[src/rtl/fts_pkg.sv]
// ----------------------------------------------------------------------------
// fts_pkg
// Types, codes and corner helpers shared by the fog tile corner shader.
// ----------------------------------------------------------------------------
package fts_pkg;

    // Shade codes, one per tile corner
    typedef logic [1:0] t_shade_code;
    localparam t_shade_code SHADE_CLEAR = 2'd0;
    localparam t_shade_code SHADE_DIM   = 2'd1;
    localparam t_shade_code SHADE_BLACK = 2'd2;

    // Neighbor bit positions in the seen / discovered masks
    localparam int NB_TL = 0;
    localparam int NB_T  = 1;
    localparam int NB_TR = 2;
    localparam int NB_L  = 3;
    localparam int NB_R  = 4;
    localparam int NB_BL = 5;
    localparam int NB_B  = 6;
    localparam int NB_BR = 7;

    // Configuration register indexes and reset values
    typedef logic [0:0] t_cfg_addr;
    localparam t_cfg_addr CFG_MAP_WIDTH  = 1'b0;
    localparam t_cfg_addr CFG_MAP_HEIGHT = 1'b1;

    localparam int CFG_DATA_W = 8;
    localparam logic [7:0] WIDTH_RESET  = 8'd77;
    localparam logic [6:0] HEIGHT_RESET = 7'd43;

    // One input tile
    typedef struct packed {
        logic [6:0] column;
        logic [5:0] row;
        logic       center_seen;
        logic       center_discovered;
        logic [7:0] neighbor_seen;
        logic [7:0] neighbor_discovered;
    } t_tile;

    // One result
    typedef struct packed {
        logic        shade_written;
        t_shade_code shade_top_left;
        t_shade_code shade_top_right;
        t_shade_code shade_bottom_right;
        t_shade_code shade_bottom_left;
    } t_shade;

    // Interior corner: diagonal plus two adjacent neighbors
    function automatic t_shade_code inner_corner(
        input logic       seen,
        input logic [2:0] sm,
        input logic [2:0] dm
    );
        t_shade_code res;
        if (!(&dm)) begin
            res = SHADE_BLACK;
        end else if (seen && (&sm)) begin
            res = SHADE_CLEAR;
        end else begin
            res = SHADE_DIM;
        end
        return res;
    endfunction

    // Border corner: one orthogonal neighbor along the edge
    function automatic t_shade_code edge_corner(
        input logic seen,
        input logic sm,
        input logic dm
    );
        t_shade_code res;
        if (seen && sm) begin
            res = SHADE_CLEAR;
        end else if (dm) begin
            res = SHADE_DIM;
        end else begin
            res = SHADE_BLACK;
        end
        return res;
    endfunction

endpackage

[src/rtl/fts_tile_if.sv]
// ----------------------------------------------------------------------------
// fts_tile_if
// Valid/ready channel carrying one tile item.
// ----------------------------------------------------------------------------
interface fts_tile_if;
    logic          valid;
    logic          ready;
    fts_pkg::t_tile data;

    modport source (output valid, output data, input ready);
    modport sink   (input valid, input data, output ready);
endinterface

[src/rtl/fts_shade_if.sv]
// ----------------------------------------------------------------------------
// fts_shade_if
// Valid/ready channel carrying one corner shade item.
// ----------------------------------------------------------------------------
interface fts_shade_if;
    logic            valid;
    logic            ready;
    fts_pkg::t_shade data;

    modport source (output valid, output data, input ready);
    modport sink   (input valid, input data, output ready);
endinterface

[src/rtl/fts_cfg_regs.sv]
// ----------------------------------------------------------------------------
// fts_cfg_regs
// Map size registers, clamped to the supported maximum map size.
// ----------------------------------------------------------------------------
module fts_cfg_regs #(
    parameter int MAX_WIDTH  = 128,
    parameter int MAX_HEIGHT = 64
) (
    input  logic                              i_clk,
    input  logic                              i_rst_n,
    input  logic                              i_cfg_we,
    input  fts_pkg::t_cfg_addr                i_cfg_addr,
    input  logic [fts_pkg::CFG_DATA_W-1:0]    i_cfg_wdata,
    output logic [7:0]                        o_width,
    output logic [6:0]                        o_height
);

    // Limits saturate at what the register can hold
    localparam logic [7:0] WIDTH_LIM  = (MAX_WIDTH > 255) ? 8'd255 : 8'(MAX_WIDTH);
    localparam logic [6:0] HEIGHT_LIM = (MAX_HEIGHT > 127) ? 7'd127 : 7'(MAX_HEIGHT);

    logic [7:0] r_width;
    logic [6:0] r_height;

    // Register writes
    always_ff @(posedge i_clk) begin
        if (!i_rst_n) begin
            r_width  <= fts_pkg::WIDTH_RESET;
            r_height <= fts_pkg::HEIGHT_RESET;
        end else if (i_cfg_we) begin
            unique case (i_cfg_addr)
                fts_pkg::CFG_MAP_WIDTH:  r_width  <= i_cfg_wdata[7:0];
                fts_pkg::CFG_MAP_HEIGHT: r_height <= i_cfg_wdata[6:0];
                default: ;
            endcase
        end
    end

    // Clamp to the maximum map size
    assign o_width  = (r_width  > WIDTH_LIM)  ? WIDTH_LIM  : r_width;
    assign o_height = (r_height > HEIGHT_LIM) ? HEIGHT_LIM : r_height;

endmodule

[src/rtl/fts_shade_logic.sv]
// ----------------------------------------------------------------------------
// fts_shade_logic
// Corner shade decision for one tile: interior blend or border rules.
// ----------------------------------------------------------------------------
module fts_shade_logic (
    input  fts_pkg::t_tile  i_tile,
    input  logic [7:0]      i_width,
    input  logic [6:0]      i_height,
    output fts_pkg::t_shade o_shade
);

    logic [8:0] col_p1;
    logic [7:0] row_p1;
    logic       col_first, col_last, col_mid;
    logic       row_first, row_last, row_mid;
    logic       seen, written;
    logic [7:0] sm, dm;
    fts_pkg::t_shade_code open_code;
    fts_pkg::t_shade_code s_tl, s_tr, s_br, s_bl;

    assign seen    = i_tile.center_seen;
    assign written = i_tile.center_seen | i_tile.center_discovered;
    assign sm      = i_tile.neighbor_seen;
    assign dm      = i_tile.neighbor_discovered;

    // Position classes; col == last means col + 1 == width, no negatives
    assign col_p1    = {2'b00, i_tile.column} + 9'd1;
    assign row_p1    = {2'b00, i_tile.row} + 8'd1;
    assign col_first = (i_tile.column == '0);
    assign row_first = (i_tile.row == '0);
    assign col_last  = (col_p1 == {1'b0, i_width});
    assign row_last  = (row_p1 == {1'b0, i_height});
    assign col_mid   = !col_first && (col_p1 < {1'b0, i_width});
    assign row_mid   = !row_first && (row_p1 < {1'b0, i_height});

    assign open_code = seen ? fts_pkg::SHADE_CLEAR : fts_pkg::SHADE_DIM;

    // Corner selection; border cases in fixed priority order
    always_comb begin
        s_tl = fts_pkg::SHADE_BLACK;
        s_tr = fts_pkg::SHADE_BLACK;
        s_br = fts_pkg::SHADE_BLACK;
        s_bl = fts_pkg::SHADE_BLACK;
        if (col_mid && row_mid) begin
            s_tl = fts_pkg::inner_corner(seen,
                {sm[fts_pkg::NB_TL], sm[fts_pkg::NB_L], sm[fts_pkg::NB_T]},
                {dm[fts_pkg::NB_TL], dm[fts_pkg::NB_L], dm[fts_pkg::NB_T]});
            s_tr = fts_pkg::inner_corner(seen,
                {sm[fts_pkg::NB_TR], sm[fts_pkg::NB_R], sm[fts_pkg::NB_T]},
                {dm[fts_pkg::NB_TR], dm[fts_pkg::NB_R], dm[fts_pkg::NB_T]});
            s_br = fts_pkg::inner_corner(seen,
                {sm[fts_pkg::NB_BR], sm[fts_pkg::NB_R], sm[fts_pkg::NB_B]},
                {dm[fts_pkg::NB_BR], dm[fts_pkg::NB_R], dm[fts_pkg::NB_B]});
            s_bl = fts_pkg::inner_corner(seen,
                {sm[fts_pkg::NB_BL], sm[fts_pkg::NB_L], sm[fts_pkg::NB_B]},
                {dm[fts_pkg::NB_BL], dm[fts_pkg::NB_L], dm[fts_pkg::NB_B]});
        end else if (col_first && row_first) begin
            s_br = open_code;
        end else if (col_last && row_first) begin
            s_bl = open_code;
        end else if (col_first && row_last) begin
            s_tr = open_code;
        end else if (col_last && row_last) begin
            s_tl = open_code;
        end else if (col_first && row_mid) begin
            s_tr = fts_pkg::edge_corner(seen, sm[fts_pkg::NB_T], dm[fts_pkg::NB_T]);
            s_br = fts_pkg::edge_corner(seen, sm[fts_pkg::NB_B], dm[fts_pkg::NB_B]);
        end else if (col_last && row_mid) begin
            s_tl = fts_pkg::edge_corner(seen, sm[fts_pkg::NB_T], dm[fts_pkg::NB_T]);
            s_bl = fts_pkg::edge_corner(seen, sm[fts_pkg::NB_B], dm[fts_pkg::NB_B]);
        end else if (row_first && col_mid) begin
            s_br = fts_pkg::edge_corner(seen, sm[fts_pkg::NB_R], dm[fts_pkg::NB_R]);
            s_bl = fts_pkg::edge_corner(seen, sm[fts_pkg::NB_L], dm[fts_pkg::NB_L]);
        end else if (row_last && col_mid) begin
            s_tr = fts_pkg::edge_corner(seen, sm[fts_pkg::NB_R], dm[fts_pkg::NB_R]);
            s_tl = fts_pkg::edge_corner(seen, sm[fts_pkg::NB_L], dm[fts_pkg::NB_L]);
        end
    end

    // Unshaded tiles report all zero
    always_comb begin
        o_shade.shade_written      = written;
        o_shade.shade_top_left     = written ? s_tl : fts_pkg::SHADE_CLEAR;
        o_shade.shade_top_right    = written ? s_tr : fts_pkg::SHADE_CLEAR;
        o_shade.shade_bottom_right = written ? s_br : fts_pkg::SHADE_CLEAR;
        o_shade.shade_bottom_left  = written ? s_bl : fts_pkg::SHADE_CLEAR;
    end

endmodule

[src/rtl/fog_tile_corner_shader.sv]
// ----------------------------------------------------------------------------
// fog_tile_corner_shader
// Corner shades for a stream of visibility map tiles.
// ----------------------------------------------------------------------------
// Usage:
//   i_tile carries one tile item (position, own flags, neighbor masks) with
//   valid/ready; o_shade returns one shade item per tile, in order.
//   The map size is set through the write port (index 0 width, index 1
//   height) while no item is in flight; values above the maximum map size
//   act as the maximum.
//   A tile passes from the input register through the shade logic into the
//   result register, which presents it on o_shade. Throughput: one item per
//   cycle when o_shade is ready, set by the single input and result register.
//   When the receiver stalls, the result register holds its item and the
//   input register still takes one more tile; ready drops only when both
//   are full. Reset empties both registers and loads the map size with
//   77 columns by 43 rows.
// ----------------------------------------------------------------------------
module fog_tile_corner_shader #(
    parameter int MAX_WIDTH  = 128,
    parameter int MAX_HEIGHT = 64
) (
    input  logic                           i_clk,
    input  logic                           i_rst_n,
    input  logic                           i_cfg_we,
    input  fts_pkg::t_cfg_addr             i_cfg_addr,
    input  logic [fts_pkg::CFG_DATA_W-1:0] i_cfg_wdata,
    fts_tile_if.sink                       i_tile,
    fts_shade_if.source                    o_shade
);

    logic [7:0]      width;
    logic [6:0]      height;
    logic            r_s1_vld;
    fts_pkg::t_tile  r_s1_tile;
    logic            r_out_vld;
    fts_pkg::t_shade r_out_shade;
    fts_pkg::t_shade n_out_shade;
    logic            in_accept;
    logic            out_load;

    fts_cfg_regs #(
        .MAX_WIDTH  (MAX_WIDTH),
        .MAX_HEIGHT (MAX_HEIGHT)
    ) u_cfg (
        .i_clk       (i_clk),
        .i_rst_n     (i_rst_n),
        .i_cfg_we    (i_cfg_we),
        .i_cfg_addr  (i_cfg_addr),
        .i_cfg_wdata (i_cfg_wdata),
        .o_width     (width),
        .o_height    (height)
    );

    fts_shade_logic u_logic (
        .i_tile   (r_s1_tile),
        .i_width  (width),
        .i_height (height),
        .o_shade  (n_out_shade)
    );

    // Handshake: result register frees when empty or taken
    assign out_load       = r_s1_vld && (!r_out_vld || o_shade.ready);
    assign i_tile.ready   = !r_s1_vld || out_load;
    assign in_accept      = i_tile.valid && i_tile.ready;
    assign o_shade.valid  = r_out_vld;
    assign o_shade.data   = r_out_shade;

    // Input register
    always_ff @(posedge i_clk) begin
        if (!i_rst_n) begin
            r_s1_vld <= 1'b0;
        end else if (in_accept) begin
            r_s1_vld <= 1'b1;
        end else if (out_load) begin
            r_s1_vld <= 1'b0;
        end
    end

    always_ff @(posedge i_clk) begin
        if (in_accept) begin
            r_s1_tile <= i_tile.data;
        end
    end

    // Result register
    always_ff @(posedge i_clk) begin
        if (!i_rst_n) begin
            r_out_vld <= 1'b0;
        end else if (out_load) begin
            r_out_vld <= 1'b1;
        end else if (o_shade.ready) begin
            r_out_vld <= 1'b0;
        end
    end

    always_ff @(posedge i_clk) begin
        if (out_load) begin
            r_out_shade <= n_out_shade;
        end
    end

`ifndef SYNTHESIS
    // An accepted tile is held in the input register next cycle
    a_accept_holds: assert property (@(posedge i_clk) disable iff (!i_rst_n)
        in_accept |=> r_s1_vld)
        else $error("accepted tile lost from input register");

    // A waiting tile with a blocked result register stays put
    a_s1_stall: assert property (@(posedge i_clk) disable iff (!i_rst_n)
        (r_s1_vld && !out_load) |=> (r_s1_vld && $stable(r_s1_tile)))
        else $error("stalled tile dropped or changed");

    // Unshaded result carries all zero corners
    a_zero_unwritten: assert property (@(posedge i_clk) disable iff (!i_rst_n)
        (r_out_vld && !r_out_shade.shade_written) |->
        (r_out_shade.shade_top_left == fts_pkg::SHADE_CLEAR &&
         r_out_shade.shade_top_right == fts_pkg::SHADE_CLEAR &&
         r_out_shade.shade_bottom_right == fts_pkg::SHADE_CLEAR &&
         r_out_shade.shade_bottom_left == fts_pkg::SHADE_CLEAR))
        else $error("unshaded tile with nonzero corners");

    // Loaded result reflects the tile flags
    a_written_flag: assert property (@(posedge i_clk) disable iff (!i_rst_n)
        out_load |=> (r_out_shade.shade_written ==
        ($past(r_s1_tile.center_seen) || $past(r_s1_tile.center_discovered))))
        else $error("shade_written does not match tile flags");
`endif

endmodule
[src/flat_wrapper.sv]
// flat-port wrapper written by rule: the top's interface ports become plain ports
module fog_tile_corner_shader_flat 
#(
    parameter int MAX_WIDTH  = 128,
    parameter int MAX_HEIGHT = 64
)
  (i_clk, i_rst_n, i_cfg_we, i_cfg_addr, i_cfg_wdata, i_tile_valid, i_tile_data, i_tile_ready, o_shade_valid, o_shade_data, o_shade_ready);
  fts_tile_if i_tile_i ();
  fts_shade_if o_shade_i ();
  input  logic i_clk;
  input  logic i_rst_n;
  input  logic i_cfg_we;
  input  fts_pkg::t_cfg_addr i_cfg_addr;
  input  logic [fts_pkg::CFG_DATA_W-1:0] i_cfg_wdata;
  input wire logic [$bits(i_tile_i.valid)-1:0] i_tile_valid;
  input wire logic [$bits(i_tile_i.data)-1:0] i_tile_data;
  output wire logic [$bits(i_tile_i.ready)-1:0] i_tile_ready;
  output wire logic [$bits(o_shade_i.valid)-1:0] o_shade_valid;
  output wire logic [$bits(o_shade_i.data)-1:0] o_shade_data;
  input wire logic [$bits(o_shade_i.ready)-1:0] o_shade_ready;
  assign i_tile_i.valid = i_tile_valid;
  assign i_tile_i.data = i_tile_data;
  assign i_tile_ready = i_tile_i.ready;
  assign o_shade_valid = o_shade_i.valid;
  assign o_shade_data = o_shade_i.data;
  assign o_shade_i.ready = o_shade_ready;
  fog_tile_corner_shader #(.MAX_WIDTH(MAX_WIDTH), .MAX_HEIGHT(MAX_HEIGHT)) u_core (.i_clk(i_clk), .i_rst_n(i_rst_n), .i_cfg_we(i_cfg_we), .i_cfg_addr(i_cfg_addr), .i_cfg_wdata(i_cfg_wdata), .i_tile(i_tile_i), .o_shade(o_shade_i));
endmodule
[config.mk]
export PLATFORM = sky130hd
export DESIGN_NAME = fog_tile_corner_shader_flat
export DESIGN_NICKNAME = d
export VERILOG_FILES = /design/src/rtl/fts_pkg.sv /design/src/rtl/fts_tile_if.sv /design/src/rtl/fts_shade_if.sv /design/src/rtl/fts_cfg_regs.sv /design/src/rtl/fts_shade_logic.sv /design/src/rtl/fog_tile_corner_shader.sv /design/src/flat_wrapper.sv
export SDC_FILE = /design/constraint.sdc
export NUM_CORES = 1
export LEC_CHECK = 0
export ABC_CLOCK_PERIOD_IN_PS = 2350
export BUFFER_PORTS_ARGS = -buffer_cell sky130_fd_sc_hd__buf_2
export CAP_MARGIN = 20
export CORE_ASPECT_RATIO = 1.1
export CORE_MARGIN = 1
export CORE_UTILIZATION = 40
export DETAILED_ROUTE_END_ITERATION = 8
export GPL_TIMING_DRIVEN = 0
export PLACE_DENSITY = 0.74
export SLEW_MARGIN = 25
export SYNTH_ARGS = -nofsm -noshare
export SYNTH_HDL_FRONTEND = slang
export SYNTH_SLANG_ARGS = --single-unit
export TNS_END_PERCENT = 10
[constraint.sdc]
create_clock -name i_clk -period 2.35 [get_ports i_clk]
set_input_delay 0.47 -clock i_clk [delete_from_list [all_inputs] [get_ports i_clk]]
set_output_delay 0.47 -clock i_clk [all_outputs]
set_load 0.03 [all_outputs]
==> flow_summary.json <==
{
  "antenna_left": 0,
  "die_w_um": 85.4,
  "postLayoutCellArea_sq_um": 3920,
  "drtIter0Drc": 209,
  "drv_slew": 0,
  "grt_pass1_vias": 2423,
  "cts_made_buffers": 9,
  "rsz0062_at_grt": "yes",
  "fin_cells": 467,
  "maxCapViolations": 0,
  "power_frac_seq": 0.440,
  "slew_headroom": 0.511,
  "row_count": 33,
  "power.share.clock": 0.377,
  "status": "finished, violations left",
  "regArea_sq_um": 1540,
  "numClockSinks": 57,
  "leakage_nw": 1.61,
  "synth-edff-count": 40,
  "area_delta_synth_final_pct": 28.2,
  "irDropWorstVdd_mv": 0.419,
  "vias": 2587,
  "final.setup_skew_ns": 0.00901,
  "crit_fanout": 5,
  "startpoint_type": "register",
  "gp_congestion": 0.892,
  "synth_largest_area_cell": "edfxtp_1",
  "ys_seq_elements": 57,
  "tns_ns": -3.14,
  "cts_max_level": 3,
  "drtPass1Iterations": 4,
  "drt-total-wl_mm": 7.23,
  "clockRootBuffer": "clkbuf_8",
  "numPortBuffers": 55,
  "ys_seq_area_frac": 0.504,
  "antenna_found_initial": 0,
  "synthCells": 298,
  "synth_area_sq_um": 3060,
  "ys.flop_type": "edfxtp_1",
  "cpPeakStageDelay_ns": 0.46,
  "cp.required_ns": 2.44,
  "path_class": "register to register",
  "fin_nets": 439,
  "p_sw_frac": 0.273,
  "dieArea_sq_um": 8000,
  "crit_path_end_kind": "register",
  "hold_ws_ns": 0.296,
  "yosysTopAreaCellShare": 0.393,
  "fp.coreArea_sq_um": 7430,
  "drcViolationCount": 0,
  "ys_warn_count": 0,
  "clk_pin_slew_ns": 0.07,
  "die_h_um": 93.7,
  "hold_violations": 0,
  "grt_pass1_wl_mm": 11.2,
  "pre_cts_ws_ns": -0.702,
  "drive_above_1_share": 0.324,
  "setup_viol": 8,
  "cts_tree": "done",
  "place_area_sq_um": 3440,
  "grt_max_degree": 32,
  "wl_per_cell_um": 15.5,
  "crit_chain": "and3_1, nand3_2, xnor2_2, ha_1, nand4_1, a21o_1, nand4_1, buf_4, nor3_2, a21oi_1, o311a_1",
  "p_sw_uw": 732,
  "cpMostUsedCell": "nand4_1",
  "placedCellCount": 440,
  "finalPower_mw": 2.68,
  "cp.arrival_ns": 2.94,
  "fillers": 659,
  "finalCritPeriodShare": 1.21,
  "worstSkewPairLatency_ns": 0.34,
  "synth_fp_nets": 362,
  "ctsHoldBuffers": 0,
  "p_comb_frac": 0.183,
  "violations": "negative setup slack",
  "fin_ws_ns": -0.495,
  "period_needed_ns": 2.85,
  "yosys-top-cells-area": "edfxtp_1 39%, dfxtp_1 11%, ha_1 7.8%",
  "track_usage": 0.184,
  "syn_area_per_cell_sq_um": 10.3,
  "synth_cell_types": 52,
  "yosys-top-cells-count": "56 x nand2_1, 40 x edfxtp_1, 21 x nand3_1, 19 x ha_1, 17 x dfxtp_1",
  "power_density_nw_per_um2": 684,
  "crit_buf_inv": 1,
  "synth.most_common_cell": "nand2_1",
  "clk_path_buf_depth": 2,
  "multiInputGateArea_sq_um": 1600,
  "synthArstFlopShare": 0,
  "via_per_inst": 5.54,
  "cpLargestDelayFamily": "simple AND/OR/NAND/NOR gates",
  "grt_overflow": 0,
  "start_util": 0.412,
  "hp-class": "input port to register",
  "p_int_mw": 1.95,
  "dp_hpwl_mm": 5.12,
  "critPathSlowestCell": "edfxtp_1",
  "worstMarginPinSlew_ns": 0.732,
  "utilization": 0.528,
  "antenna_cells": 0,
  "boundaryPins": 56,
  "fmax_mhz": 351
}
-- worst paths after layout --
| path | endpoint | start | cells past startpoint | slack (ns) |
|---|---|---|---|---|
| setup / recovery | u_core.o_shade.data[3] | u_core.r_s1_tile[18] | 11 | -0.50 |
| hold / removal | u_core.r_s1_tile[10] | i_tile_data[10] | 1 | 0.30 |
| setup reg to reg | u_core.o_shade.data[3] | u_core.r_s1_tile[18] | 11 | -0.50 |
| hold reg to reg | u_core.u_cfg.r_height[3] | u_core.u_cfg.r_height[3] | 2 | 0.47 |
-- layout make-up --
class                   instances  share of cell area
inverters                       8             0.00766
well taps                      87              0.0278
plain buffers                   8             0.00989
multi-input cells             224               0.408
clock buffers                   9              0.0316
clock inverters                 7              0.0239
flip-flops and latches         57               0.393
repair buffers                 67              0.0982
-- worst register-to-register path: cells and delay by family, from the launching register on --
family          cells  cell delay (ns)
simple gates        5             0.85
compound gates      3             0.59
flops               1             0.46
fa+ha+maj           1             0.30
buf+inv             1             0.24
xor+xnor            1             0.16
-- per-layer routing --
layer | global-route usage | routed length, um | vias to the layer above
li1 | - | - | 1259
met1 | 0.211 | 3020 | 1213
met2 | 0.323 | 3680 | 96
met3 | 0.0431 | 331 | 19
met4 | 0.0917 | 195 | 0
met5 | 0 | 0 | -
-- placed cells by master, fill, tap and decap left out, types with 3 or more instances in the layout --
| cell | count |
|---|---|
| a21boi_0 | 10 |
| nor2_1 | 12 |
| a21oi_1 | 12 |
| and3_1 | 5 |
| buf_4 | 9 |
| dfxtp_1 | 17 |
| nand3_1 | 18 |
| clkbuf_1 | 6 |
| a31oi_1 | 6 |
| inv_1 | 8 |
| xnor2_1 | 5 |
| o31ai_1 | 3 |
| a21o_1 | 5 |
| nor2b_1 | 7 |
| nor2_4 | 3 |
| buf_6 | 3 |
| nand4_1 | 8 |
| ha_1 | 18 |
| nand3_2 | 3 |
| o21ai_0 | 3 |
| edfxtp_1 | 40 |
| a41oi_1 | 3 |
| clkbuf_8 | 9 |
| buf_2 | 56 |
| nand2_1 | 56 |
| a21oi_2 | 4 |
-- timing repair --
action / CTS / global route
pin swaps: 15 / 14
endpoints found under the setup margin: 8 / 8
resized for setup: 18 / 18
buffers inserted: 10 / 2
-- flip-flops by register name, indices dropped and copies added (netlist names) --
register               flops
u_core.o_shade.data        9
u_core.o_shade.valid       1
u_core.r_s1_tile          31
u_core.r_s1_vld            1
u_core.u_cfg.r_height      7
u_core.u_cfg.r_width       8
-- power by group through the flow --
stage / combinational [mW] / sequential [mW] / clock, mW
2_1_floorplan: 0.249 / 1.21 / 0
3_3_place_gp: 0.374 / 1.20 / 0
3_5_place_dp: 0.381 / 1.20 / 0
4_1_cts: 0.437 / 1.18 / 1.02
5_1_grt: 0.533 / 1.18 / 1.07
6_report: 0.490 / 1.18 / 1.01
-- cells by family (layout without fill, tap and decap cells) --
kind of cell | count (synthesis) | count (layout) | share of synthesized area
flops | 57 | 57 | 0.504
buf+inv | 17 | 99 | 0.0237
compound gates | 66 | 66 | 0.152
fa+ha+maj | 19 | 19 | 0.0777
simple gates | 130 | 130 | 0.217
xor+xnor | 9 | 9 | 0.0258
No activity file was read; power rests on OpenSTA's default activity.
